File: src/rtl/core/rmbs_pkg.sv
// rmbs_pkg: constants, widths and shared types of the rgb matrix bit-plane scanner
// no dependencies
`timescale 1ns / 1ps
`default_nettype none

package rmbs_pkg;

    localparam int PANEL_WIDTH  = 32;
    localparam int PANEL_HEIGHT = 32;
    localparam int BIT_PLANES   = 8;

    localparam int PIXEL_COUNT = PANEL_WIDTH * PANEL_HEIGHT;
    localparam int ROW_PAIRS   = PANEL_HEIGHT / 2;
    localparam int HALF_DEPTH  = PIXEL_COUNT / 2;

    localparam int COL_W     = $clog2(PANEL_WIDTH);
    localparam int ROW_W     = $clog2(ROW_PAIRS);
    localparam int PLANE_W   = (BIT_PLANES > 1) ? $clog2(BIT_PLANES) : 1;
    localparam int HALF_AW   = $clog2(HALF_DEPTH);

    // fixed field widths
    localparam int ADDR_W     = 10;
    localparam int COLOR_W    = 24;
    localparam int CHAN_W     = 8;
    localparam int BASE_W     = 16;
    localparam int CNT_W      = 23;
    localparam int ROW_SEL_W  = 4;
    localparam int BIT_IDX_W  = $clog2(COLOR_W);
    localparam int S_DATA_W   = 40;
    localparam int M_DATA_W   = 16;

    localparam logic [BASE_W-1:0] BASE_ON_TIME_RESET = 16'd10;

    // s_tuser codes
    localparam logic MODE_TICK  = 1'b0;
    localparam logic MODE_WRITE = 1'b1;

    // scan position of the tick being accepted
    typedef struct packed {
        logic               shifting;
        logic               latch;
        logic [ROW_W-1:0]   row;
        logic [PLANE_W-1:0] plane;
        logic [COL_W-1:0]   col;
    } scan_info_t;

    // panel pin word, lowest bit last
    typedef struct packed {
        logic [2:0]           pad;
        logic [ROW_SEL_W-1:0] row_select;
        logic                 display_enable;
        logic                 latch_strobe;
        logic                 shift_clock;
        logic                 blue_bottom;
        logic                 green_bottom;
        logic                 red_bottom;
        logic                 blue_top;
        logic                 green_top;
        logic                 red_top;
    } pins_t;

endpackage

`default_nettype wire

File: src/rtl/core/rmbs_scan_seq.sv
// rmbs_scan_seq: scan position counters (column, plane, row pair) and on-time timer
// depends on rmbs_pkg
`timescale 1ns / 1ps
`default_nettype none

module rmbs_scan_seq (
    input  wire logic                        clk,
    input  wire logic                        rst_n,
    input  wire logic                        step,
    input  wire logic                        cfg_we,
    input  wire logic [rmbs_pkg::BASE_W-1:0] cfg_data,
    output rmbs_pkg::scan_info_t             info
);
    import rmbs_pkg::*;

    logic [ROW_W-1:0]   row_reg, row_next;
    logic [PLANE_W-1:0] plane_reg, plane_next;
    logic [COL_W-1:0]   col_reg, col_next;
    logic               showing_reg, showing_next;
    logic [CNT_W-1:0]   cnt_reg, cnt_next;
    logic [BASE_W-1:0]  base_reg, base_next;

    logic [CNT_W-1:0]   duration;
    logic [CNT_W-1:0]   cnt_inc;

    always_comb
    begin
        duration = CNT_W'(base_reg) << plane_reg;
        cnt_inc  = cnt_reg + 1'b1;

        row_next     = row_reg;
        plane_next   = plane_reg;
        col_next     = col_reg;
        showing_next = showing_reg;
        cnt_next     = cnt_reg;
        base_next    = cfg_we ? cfg_data : base_reg;

        if (step)
        begin
            if (!showing_reg)
            begin
                if (32'(col_reg) == PANEL_WIDTH - 1)
                begin
                    col_next     = '0;
                    showing_next = 1'b1;
                    cnt_next     = '0;
                end
                else
                begin
                    col_next = col_reg + 1'b1;
                end
            end
            else if (cnt_inc >= duration)
            begin
                showing_next = 1'b0;
                cnt_next     = '0;
                if (32'(plane_reg) == BIT_PLANES - 1)
                begin
                    plane_next = '0;
                    row_next   = (32'(row_reg) == ROW_PAIRS - 1) ? '0 : row_reg + 1'b1;
                end
                else
                begin
                    plane_next = plane_reg + 1'b1;
                end
            end
            else
            begin
                cnt_next = cnt_inc;
            end
        end
    end

    always_ff @(posedge clk or negedge rst_n)
    begin
        if (!rst_n)
        begin
            row_reg     <= '0;
            plane_reg   <= '0;
            col_reg     <= '0;
            showing_reg <= 1'b0;
            cnt_reg     <= '0;
            base_reg    <= BASE_ON_TIME_RESET;
        end
        else
        begin
            row_reg     <= row_next;
            plane_reg   <= plane_next;
            col_reg     <= col_next;
            showing_reg <= showing_next;
            cnt_reg     <= cnt_next;
            base_reg    <= base_next;
        end
    end

    always_comb
    begin
        info.shifting = !showing_reg;
        info.latch    = showing_reg && (cnt_reg == '0);
        info.row      = row_reg;
        info.plane    = plane_reg;
        info.col      = col_reg;
    end

endmodule

`default_nettype wire

File: config.mk
export PLATFORM = sky130hd
export DESIGN_NAME = rmbs_scan_seq
export DESIGN_NICKNAME = d
export VERILOG_FILES = /design/src/rtl/core/rmbs_pkg.sv /design/src/rtl/core/rmbs_scan_seq.sv
export SDC_FILE = /design/constraint.sdc
export NUM_CORES = 1
export LEC_CHECK = 0
export ABC_AREA = 1
export BUFFER_PORTS_ARGS = -buffer_cell sky130_fd_sc_hd__buf_4
export CORE_MARGIN = 5
export CORE_UTILIZATION = 38
export DETAILED_ROUTE_END_ITERATION = 8
export PLACE_DENSITY_LB_ADDON = 0.2
export SYNTH_ARGS = -nofsm -noshare
export SYNTH_HDL_FRONTEND = slang
export SYNTH_SLANG_ARGS = --single-unit
File: constraint.sdc
create_clock -name clk -period 3.2 [get_ports clk]
set_input_delay 0.48 -clock clk [delete_from_list [all_inputs] [get_ports clk]]
set_output_delay 0.48 -clock clk [all_outputs]
set_load 0.005 [all_outputs]
Yosys cells after proc, flatten, opt, wreduce, memory -nomap -nowiden

Cells that the tools add are included.

Register bits after elaboration: 52
Bits of input ports: 20
Word-level logic and storage cells: 33

$add $sub $neg: 4
Magnitude comparators: 1
Eq/ne operators: 3
Shifts and indexed selects: 1
Muxes and demuxes: 9
Bitwise gates (word level): 1
Reductions and logical operators: 8

Operator list:

| operator                | count |
|---|---|
| $mux W23                | 3 |
| $add A23 B1 Y23 const B | 1 |
| $ge A23 B23 Y1          | 1 |
| $logic_not A23 Y1       | 1 |
| $shl A16 B3 Y23         | 1 |
| $add A5 B1 Y5 const B   | 1 |
| $eq A5 B5 Y1 const B    | 1 |
| $mux W5                 | 1 |
| $add A4 B1 Y4 const B   | 1 |
| $eq A4 B4 Y1 const B    | 1 |
| $mux W4                 | 1 |
| $reduce_and A2 Y1       | 2 |
| $reduce_and A4 Y1       | 1 |
| $add A3 B1 Y3 const B   | 1 |
| $eq A3 B3 Y1 const B    | 1 |
| $mux W1                 | 3 |
| $mux W3                 | 1 |
| $reduce_and A3 Y1       | 1 |
| $reduce_bool A2 Y1      | 1 |
| $logic_and A1 B1 Y1     | 1 |
| $logic_not A1 Y1        | 1 |
| $not A1 Y1              | 1 |

Logic depth before layout (Yosys ltp)

Gate-level depths: netlist (run 1).

Word-level depth: 4
Mapped depth: 22
Mapped depth without buffers: 19

Least setup slack after synthesis (run 1)

No wires, ideal clock.

Path kind: register -> register
Start: register cnt_reg[0]
End: register cnt_reg[7]
Setup time: 0.066 ns
Arrival: 2.537 ns
Data required time: 3.134 ns
Slack: 0.597 ns
Stages on the path, launching flop included: 19
Clock period less this slack: 2.603 ns
Cells stage by stage: dfrtp_1 ha_1 nand2_2 nor2_4 nand3_4 nor2_4 nand2_1 or2_1 nand2_2 ha_1 a21o_1 nor2_1 nand2_1 a21oi_1 nand2_2 nor2_4 buf_6 nand2_1 nand2_1

Longest elaborated chain between the ends: 4

Ends and longest elaborated chain:

| what                   | RTL line            | source |
|---|---|---|
| from (decl)            | rmbs_scan_seq.sv:20 | `logic [CNT_W-1:0] cnt_reg, cnt_next;` |
| from (signal assigned) | rmbs_scan_seq.sv:91 | `cnt_reg <= cnt_next;` |
| $add A23 B1 Y23 (*)    | rmbs_scan_seq.sv:29 | `cnt_inc = cnt_reg + 1'b1;` |
| $ge A23 B23 Y1         | rmbs_scan_seq.sv:53 | `else if (cnt_inc >= duration)` |
| $mux W23 (*)           | rmbs_scan_seq.sv:53 |  |
| $mux W23 (*)           | rmbs_scan_seq.sv:40 | `if (!showing_reg)` |

Every way passes the cells marked *; elsewhere a longest branch is shown, timed or not.
A chain may end at the register's enable or synchronous reset.

Worst setup path in the final report (run 1)

Start: register cnt_reg[0]
End: register cnt_reg[18]

Same word-level chain as after synthesis.

==> flow_summary.yaml, run 1 <==
run_status:
  status: "complete, no violations"
routing:
  ant_nets: 0
  drt_first_pass_iters: 4
  first_iter_violations: 105
  drc: 0
  wl_um: 9200
  vias: 3557
  wire_per_inst_um: 12.2
  viasPerCell: 4.72
floorplan:
  initial_core_util: 0.388
  die-height_um: 112
  dieArea_mm2: 0.0126
  io_pins: 34
  core_region_area_mm2: 0.0103
  dieWidth_um: 112
  fp-row-count: 37
timing:
  rsz0062_at_grt: "false"
  worst_pin_slew_ps: 676
  fmax_mhz: 347
  fin_skew_ps: 14.3
  setup_violations: 0
  setup_tns_ps: 0
  hold_viol: 0
  period_needed_ps: 2880
  slew_headroom: 0.549
  period_share: 0.901
  slew_viol_final: 0
synthesis:
  ys_ff_latch: 52
  yosys.area.top_type: "dfrtp_1"
  yosys.cell_types.count: 39
  syn_area_per_cell_um2: 6.87
  synthCells: 580
  yosysTopAreaCellShare: 0.314
  yosysWarnings: 0
  netlist_top_cells_area: "dfrtp_1 (31%), nand2_1 (22%), ha_1 (9.4%), o21ai_0 (6.5%), inv_1 (6.0%)"
  ys_seq_area_frac: 0.327
  syn_nets: 630
  netlist_area_mm2: 0.00399
worst_setup_path:
  critPathKind: "reg -> reg"
  r2r-start: "cnt_reg[0]"
  critPathLaunch: "cnt_reg[0]"
  regToRegSetupSlack_ps: 320
  crit_arrival_ps: 3150
  cp-start-kind: "flip-flop"
  worstSetupEndpointType: "flip-flop"
  crit_required_ps: 3460
  crit_fanout: 23
finish:
  final_cell_mix: "nand2_1 (231), inv_1 (64), o21ai_0 (52)"
  final_nets: 667
  post_route_cells_drive_above_1_share: 0.146
  diodes: 0
  largest_reg_flops: 23
  instances_no_fill: 754
  layout_commonest_cell: "nand2_1"
  final_area_mm2: 0.00454
  area_growth_pct: 13.8
power_and_ir_drop:
  max-vdd-ir-drop_v: 0.000193
  p_per_area_mw_per_mm2: 388
  p_leak_nw: 2.46
clocking:
  clk_pin_slew_worst_paths_ps: 110
  cts_tree: "built"
  clk_path_buf_depth: 2
  clock-sinks: 52
  htreeDepth: 2
  cts_buffers: 5
  cts_root_buf: "clkbuf_8"
  holdBufCountCts: 0
  insertion_delay_ps: 310
global_routing:
  use_met3: 0.0210
  grt_overflow: 0
  antenna_found_initial: 0
  grt.met1_usage: 0.209
  grt_pass1_vias: 3387
  grt_util_all_layers: 0.149
  grt.met2_usage: 0.244
  grt_max_degree: 53
  grt_most_used_layer: "met2"
  grt_pass1_wl_um: 15700
placement:
  dpl_cell_area_mm2: 0.00440
  portBuffers: 33
  place.gp.congestion: 0.872
  placed_cells: 740
  place_hpwl_um: 7170
flow_run:
  maxCapViolCount: 0
min_path:
  hold_path_class: "in -> async"
worst max-delay path, stage by stage (launching register included):
cell and delay [ps]:
dfrtp_1 410, ha_1 220, nand2_2 100, nor2_4 150, nand3_4 110, nor2_4 110, nand2_1 80, or2_1 220
nand2_2 70, ha_1 240, a21o_1 180, nor2_1 110, nand2_1 90, a21oi_2 170, nand2_2 140, nor2_4 120
buf_12 170, nand2_1 70, nand2_1 60
power breakdown:
group          internal [mW]  leakage, nW  total, mW  switching [mW]
clock network          0.177       0.0445      0.405           0.229
registers              0.716        0.673      0.789          0.0730
logic                  0.232         1.74      0.566           0.334
area by class of cell:
type                            instances  area, um^2
Inverter                               69         259
Timing Repair Buffer                   47         365
Fill cell                            1098        5740
Clock inverter                          1        7.51
Tap cell                              136         170
Sequential cell                        52        1310
Clock buffer                            7        86.3
Multi-Input combinational cell        442        2340
per-layer routing:
| layer | wire (um) | vias to the layer above |
|---|---|---|
| li1 | - | 1908 |
| met1 | 4720 | 1596 |
| met2 | 4130 | 47 |
| met3 | 285 | 6 |
| met4 | 74 | 0 |
| met5 | 0 | - |
synth_stat cells, drive strengths merged:
| master | count |
|---|---|
| a21o | 1 |
| a21oi | 12 |
| a22oi | 1 |
| a41oi | 1 |
| buf | 6 |
| clkbuf | 12 |
| clkinv | 1 |
| dfrtp | 50 |
| dfstp | 2 |
| ha | 30 |
| inv | 68 |
| mux2 | 2 |
| mux2i | 3 |
| nand2 | 239 |
| nand3 | 15 |
| nand4 | 11 |
| nor2 | 36 |
| nor3 | 6 |
| nor4 | 5 |
| o21ai | 53 |
| o21bai | 1 |
| o22ai | 2 |
| o31ai | 1 |
| or2 | 4 |
| xnor2 | 6 |
| xor2 | 12 |
path summary, 6_finish.rpt:
path                                 to  cells past startpoint
setup / recovery            cnt_reg[18]                     18
hold / removal              cnt_reg[10]                      1
hold reg to reg             base_reg[3]                      2
max in group asynchronous  plane_reg[0]                      1
min in group clk            base_reg[0]                      3
setup reg to reg            cnt_reg[18]                     18
stage by stage:
step	power [mW]	util	setup slack, ps	hold slack (ps)
finish	1.76	0.442	315	198
global route	1.90	0.442	24.7	260
CTS	1.77	0.437	90.9	228
detailed placement	1.36	0.428	105	497
global placement	1.35	0.428	181	487
floorplan	1.18	-	597	184
logic make-up after synthesis:
| family | share of synthesized area |
|---|---|
| and+or+nand+nor | 0.342 |
| xor gates and xnor gates | 0.0414 |
| AOI/OAI and AO/OA | 0.0945 |
| adders and majority gates | 0.0942 |
| muxes | 0.0132 |
| DFF | 0.327 |
| buffers and inverters | 0.0873 |
timing repair:
| action | 4_1_cts | 5_1_grt |
|---|---|---|
| setup buffers | 0 | 5 |
| endpoints found under the setup margin | 0 | 31 |
| resized for setup | 0 | 3 |
Power figures use the tool's default switching activity.
==> run 2: changes to the inputs <==
CORE_UTILIZATION = 60   (was 38)
==> run 2 against run 1 <==
Compared with the run above:
- total power down 2.8%
- routed wire length is 6.3% lower
- largest power group unchanged
- design area down 3.0%
- via count up 1.5%
- non-clock buffer count decreased by 6
- die area is 34% lower
- critical path type unchanged
- sequential power rose by 0.5%
==> flow_summary.yaml, run 2 (same netlist as run 1, synthesis figures left out) <==
clocking:
  holdBufCountCts: 0
  cts_root_buf: "clkbuf_8"
  clock-sinks: 52
  insertion_delay_ps: 310
  cts_buffers: 5
  clk_pin_slew_worst_paths_ps: 100
  cts_tree: "built"
  clk_path_buf_depth: 2
  htreeDepth: 2
timing:
  setup_violations: 0
  fmax_mhz: 342
  rsz0062_at_grt: "false"
  slew_headroom: 0.563
  fin_skew_ps: 7.78
  setup_tns_ps: 0
  setup_slack_ps: 274
  period_needed_ps: 2930
  worst_pin_slew_ps: 656
  hold_viol: 0
  fin_hold_ws_ps: 194
  slew_viol_final: 0
  period_share: 0.914
finish:
  instances_no_fill: 688
  final_util: 0.685
  diodes: 0
  post_route_cells_drive_above_1_share: 0.136
  final_cell_mix: "nand2_1 (230), inv_1 (63), o21ai_0 (52)"
  final_nets: 660
  final_area_mm2: 0.00440
  layout_commonest_cell: "nand2_1"
  area_growth_pct: 10.4
  largest_reg_flops: 23
placement:
  place.gp.congestion: 0.877
  place_hpwl_um: 6790
  portBuffers: 33
  placed_cells: 678
  pre_cts_slack_ps: 114
  dpl_cell_area_mm2: 0.00430
worst_setup_path:
  worstPathCellList: "ha_1 -> nand2_2 -> nor2_4 -> nand3_4 -> nor2_4 -> nand2_1 -> or2_1 -> nand2_2 -> ha_1 -> a21o_1 -> nor2_1 -> nand2_1 -> a21oi_1 -> nand2_2 -> nor2_4 -> buf_12 -> nand2_1 -> nand2_1"
  critPathMaxStageDelay_ps: 420
  worstSetupEndpointType: "flip-flop"
  critPathKind: "reg -> reg"
  crit_slowest_cell: "dfrtp_1"
  crit_fanout: 23
  crit_arrival_ps: 3180
  path_common_cell: "nand2_1"
  crit_required_ps: 3450
  cp-start-kind: "flip-flop"
min_path:
  hold_path_class: "in -> async"
floorplan:
  die-height_um: 91.5
  dieWidth_um: 91.5
  initial_core_util: 0.621
  core_region_area_mm2: 0.00642
  fp-row-count: 29
  io_pins: 34
  dieArea_mm2: 0.00837
routing:
  drt_first_pass_iters: 4
  wire_per_inst_um: 12.5
  vias: 3609
  first_iter_violations: 182
  viasPerCell: 5.25
  wl_um: 8620
  drc: 0
  ant_nets: 0
power_and_ir_drop:
  max-vdd-ir-drop_v: 0.000261
  p_per_area_mw_per_mm2: 389
  p_leak_nw: 2.42
  power.total_mw: 1.71
run_status:
  status: "complete, no violations"
global_routing:
  antenna_found_initial: 0
  grt_pass1_wl_um: 14900
  grt_max_degree: 53
  grt_pass1_vias: 3300
  grt_util_all_layers: 0.215
  grt_overflow: 0
flow_run:
  maxCapViolCount: 0
==> run 2: what timing repair did <==
| action | 4_1_cts | 5_1_grt |
|---|---|---|
| gates resized for setup | 0 | 2 |
| setup buffers | 0 | 2 |
| setup endpoints to repair | 0 | 31 |
==> run 2: worst paths after layout <==
kind	startpoint	end	slack, ps	depth (start not counted)
worst max-delay path	cnt_reg[0]	cnt_reg[19]	270	18
worst min-delay path	rst_n	cnt_reg[4]	190	1
worst max register to register	cnt_reg[0]	cnt_reg[19]	270	18
worst min register to register	base_reg[3]	base_reg[3]	500	2
max in group asynchronous	rst_n	plane_reg[0]	2530	1
min in group clk	cfg_data[7]	base_reg[7]	380	3
==> run 2: layout make-up <==
class / count / area (um^2)
clock inverter: 1 / 5.00
timing repair buffer: 41 / 320
clock buffer: 7 / 76.3
sequential: 52 / 1310
multi-input combinational: 441 / 2330
fill: 553 / 2020
tap: 77 / 96.3
inverter: 69 / 263
==> run 2: power breakdown <==
part | switching (mW) | leakage (nW) | internal [mW]
Sequential | 0.0778 | 0.674 | 0.715
Combinational | 0.328 | 1.70 | 0.221
Clock | 0.215 | 0.0422 | 0.154
Total | 0.621 | 2.42 | 1.09
==> run 2: layer usage <==
metal | vias to the layer above | share of wire | track usage
li1 | 1894 | - | -
met1 | 1642 | 0.47 | 0.285
met2 | 62 | 0.47 | 0.355
met3 | 11 | 0.045 | 0.0446
met4 | 0 | 0.014 | 0.0603
met5 | - | 0 | 0
==> run 2: critical path, delay by kind of cell (launching register included) <==
family / cells / cell delay (ps)
buf+inv: 1 / 170
compound gates: 2 / 320
flops: 1 / 420
fa+ha+maj: 2 / 470
simple gates: 13 / 1470
==> run 3: changes to the inputs <==
BUFFER_PORTS_ARGS = not set   (was -buffer_cell sky130_fd_sc_hd__buf_4)
DONT_BUFFER_PORTS = 1   (was not set)
==> run 3 against run 2 <==
Compared with the run above:
- utilization decreased by 2.6 points
- setup slack better by 16 ps
- combinational power down 3.8%
- sequential share of layout area rose by 1.1 points
- global-route usage down 0.33 points
- critical endpoint is now cnt_reg[18]
==> flow_summary.yaml, run 3 (same netlist as run 1, synthesis figures left out) <==
global_routing:
  grt_pass1_vias: 3258
  use_met3: 0.0421
  grt_max_degree: 51
  grt.met2_usage: 0.343
  grt_most_used_layer: "met2"
  grt_pass1_wl_um: 14700
  grt.met1_usage: 0.290
  grt_util_all_layers: 0.212
  grt_overflow: 0
  antenna_found_initial: 0
placement:
  portBuffers: 0
  place_hpwl_um: 6470
  placed_cells: 645
  dpl_cell_area_mm2: 0.00405
  pre_cts_slack_ps: 249
  place.gp.congestion: 0.898
worst_setup_path:
  worstSetupEndpointType: "flip-flop"
  critPathKind: "reg -> reg"
  crit_required_ps: 3450
  r2r-start: "cnt_reg[1]"
  critPathMaxStageDelay_ps: 410
  r2r_end: "cnt_reg[18]"
  regToRegSetupSlack_ps: 290
  crit_arrival_ps: 3160
  crit_slowest_cell: "dfrtp_1"
  crit_fanout: 23
  cp-start-kind: "flip-flop"
  worstPathCellList: "ha_1 -> nand2_2 -> nor2_4 -> nand3_4 -> nor2_4 -> nand2_1 -> or2_1 -> nand2_2 -> ha_1 -> a21o_1 -> nor2_1 -> nand2_1 -> a21oi_1 -> nand2_2 -> nor2_4 -> buf_12 -> nand2_1 -> nand2_1"
  path_common_cell: "nand2_1"
  worstRegToRegCells: 18
finish:
  area_growth_pct: 6.18
  final_nets: 629
  nFillCells: 580
  post_route_cells_drive_above_1_share: 0.0897
  instances_no_fill: 657
  final_cell_mix: "nand2_1 (230), inv_1 (64), o21ai_0 (52)"
  largest_reg_flops: 23
  diodes: 0
  layout_commonest_cell: "nand2_1"
  final_area_mm2: 0.00423
  final_util: 0.659
timing:
  setup_slack_ps: 290
  setup_violations: 0
  hold_viol: 0
  slew_viol_final: 0
  period_needed_ps: 2910
  period_share: 0.909
  rsz0062_at_grt: "false"
  fin_skew_ps: 3.33
  setup_tns_ps: 0
  slew_headroom: 0.740
  fin_hold_ws_ps: 12.0
  worst_pin_slew_ps: 390
  fmax_mhz: 344
run_status:
  status: "complete, no violations"
power_and_ir_drop:
  p_per_area_mw_per_mm2: 423
  power.total_mw: 1.79
  max-vdd-ir-drop_v: 0.000230
  p_leak_nw: 2.30
floorplan:
  die-height_um: 91.5
  core_region_area_mm2: 0.00642
  dieArea_mm2: 0.00837
  initial_core_util: 0.621
  io_pins: 34
  dieWidth_um: 91.5
  fp-row-count: 29
routing:
  wire_per_inst_um: 12.8
  first_iter_violations: 164
  vias: 3460
  ant_nets: 0
  viasPerCell: 5.27
  drt_first_pass_iters: 4
  drc: 0
  wl_um: 8430
clocking:
  cts_root_buf: "clkbuf_8"
  insertion_delay_ps: 310
  clk_path_buf_depth: 2
  htreeDepth: 2
  cts_tree: "built"
  clock-sinks: 52
  clk_pin_slew_worst_paths_ps: 90
  cts_buffers: 5
min_path:
  hold_path_class: "in -> async"
flow_run:
  maxCapViolCount: 0
## run 3: cell count changes in the layout (fill, tap and decap cells not counted), sizes merged
cell         change
clkinvlp         -1
clkbuf           -1
bufinv           +1
inv              +1
buf             -32
dlygate4sd3      +1
## run 3: worst max-delay path, delay by kind of cell (launching register included)
family | cells | cell delay [ps]
simple gates | 13 | 1470
compound gates | 2 | 340
buf+inv | 1 | 170
flops | 1 | 410
fa+ha+maj | 2 | 460
## run 3: layout make-up
cell class | count | area, um^2 | area share
Inverter | 69 | 259 | 0.0612
Tap cell | 77 | 96.3 | 0.0228
Clock inverter | 2 | 38.8 | 0.00916
Clock buffer | 6 | 82.6 | 0.0195
Sequential cell | 52 | 1300 | 0.308
Timing Repair Buffer | 10 | 110 | 0.0260
Multi-Input combinational cell | 441 | 2340 | 0.553
## run 3: worst max path at each step
| stage | end | cells past startpoint | startpoint | slack [ps] |
|---|---|---|---|---|
| floorplan | cnt_reg[7] | 18 | cnt_reg[0] | 600 |
| global placement | cnt_reg[7] | 18 | cnt_reg[0] | 370 |
| detailed placement | cnt_reg[18] | 18 | cnt_reg[0] | 250 |
| CTS | cnt_reg[18] | 18 | cnt_reg[0] | 220 |
| global route | cnt_reg[9] | 19 | cnt_reg[1] | 20 |
| finish | cnt_reg[18] | 18 | cnt_reg[1] | 290 |
## run 3: metal layers
| layer | routed length (um) | vias to the layer above |
|---|---|---|
| li1 | - | 1825 |
| met1 | 4080 | 1564 |
| met5 | 0 | - |
| met2 | 3820 | 62 |
| met4 | 109 | 0 |
| met3 | 418 | 9 |
## run 3: power by group
group	switching, mW	total, mW	internal (mW)
sequential	0.0669	0.782	0.715
combinational	0.327	0.529	0.202
clock	0.222	0.478	0.256
## run 3: timing repair
item	in CTS	in global routing
endpoints found under the hold margin	50	0
endpoints found under the setup margin	0	12
gates resized for setup	0	1
hold buffers	2	0
setup buffers	0	2
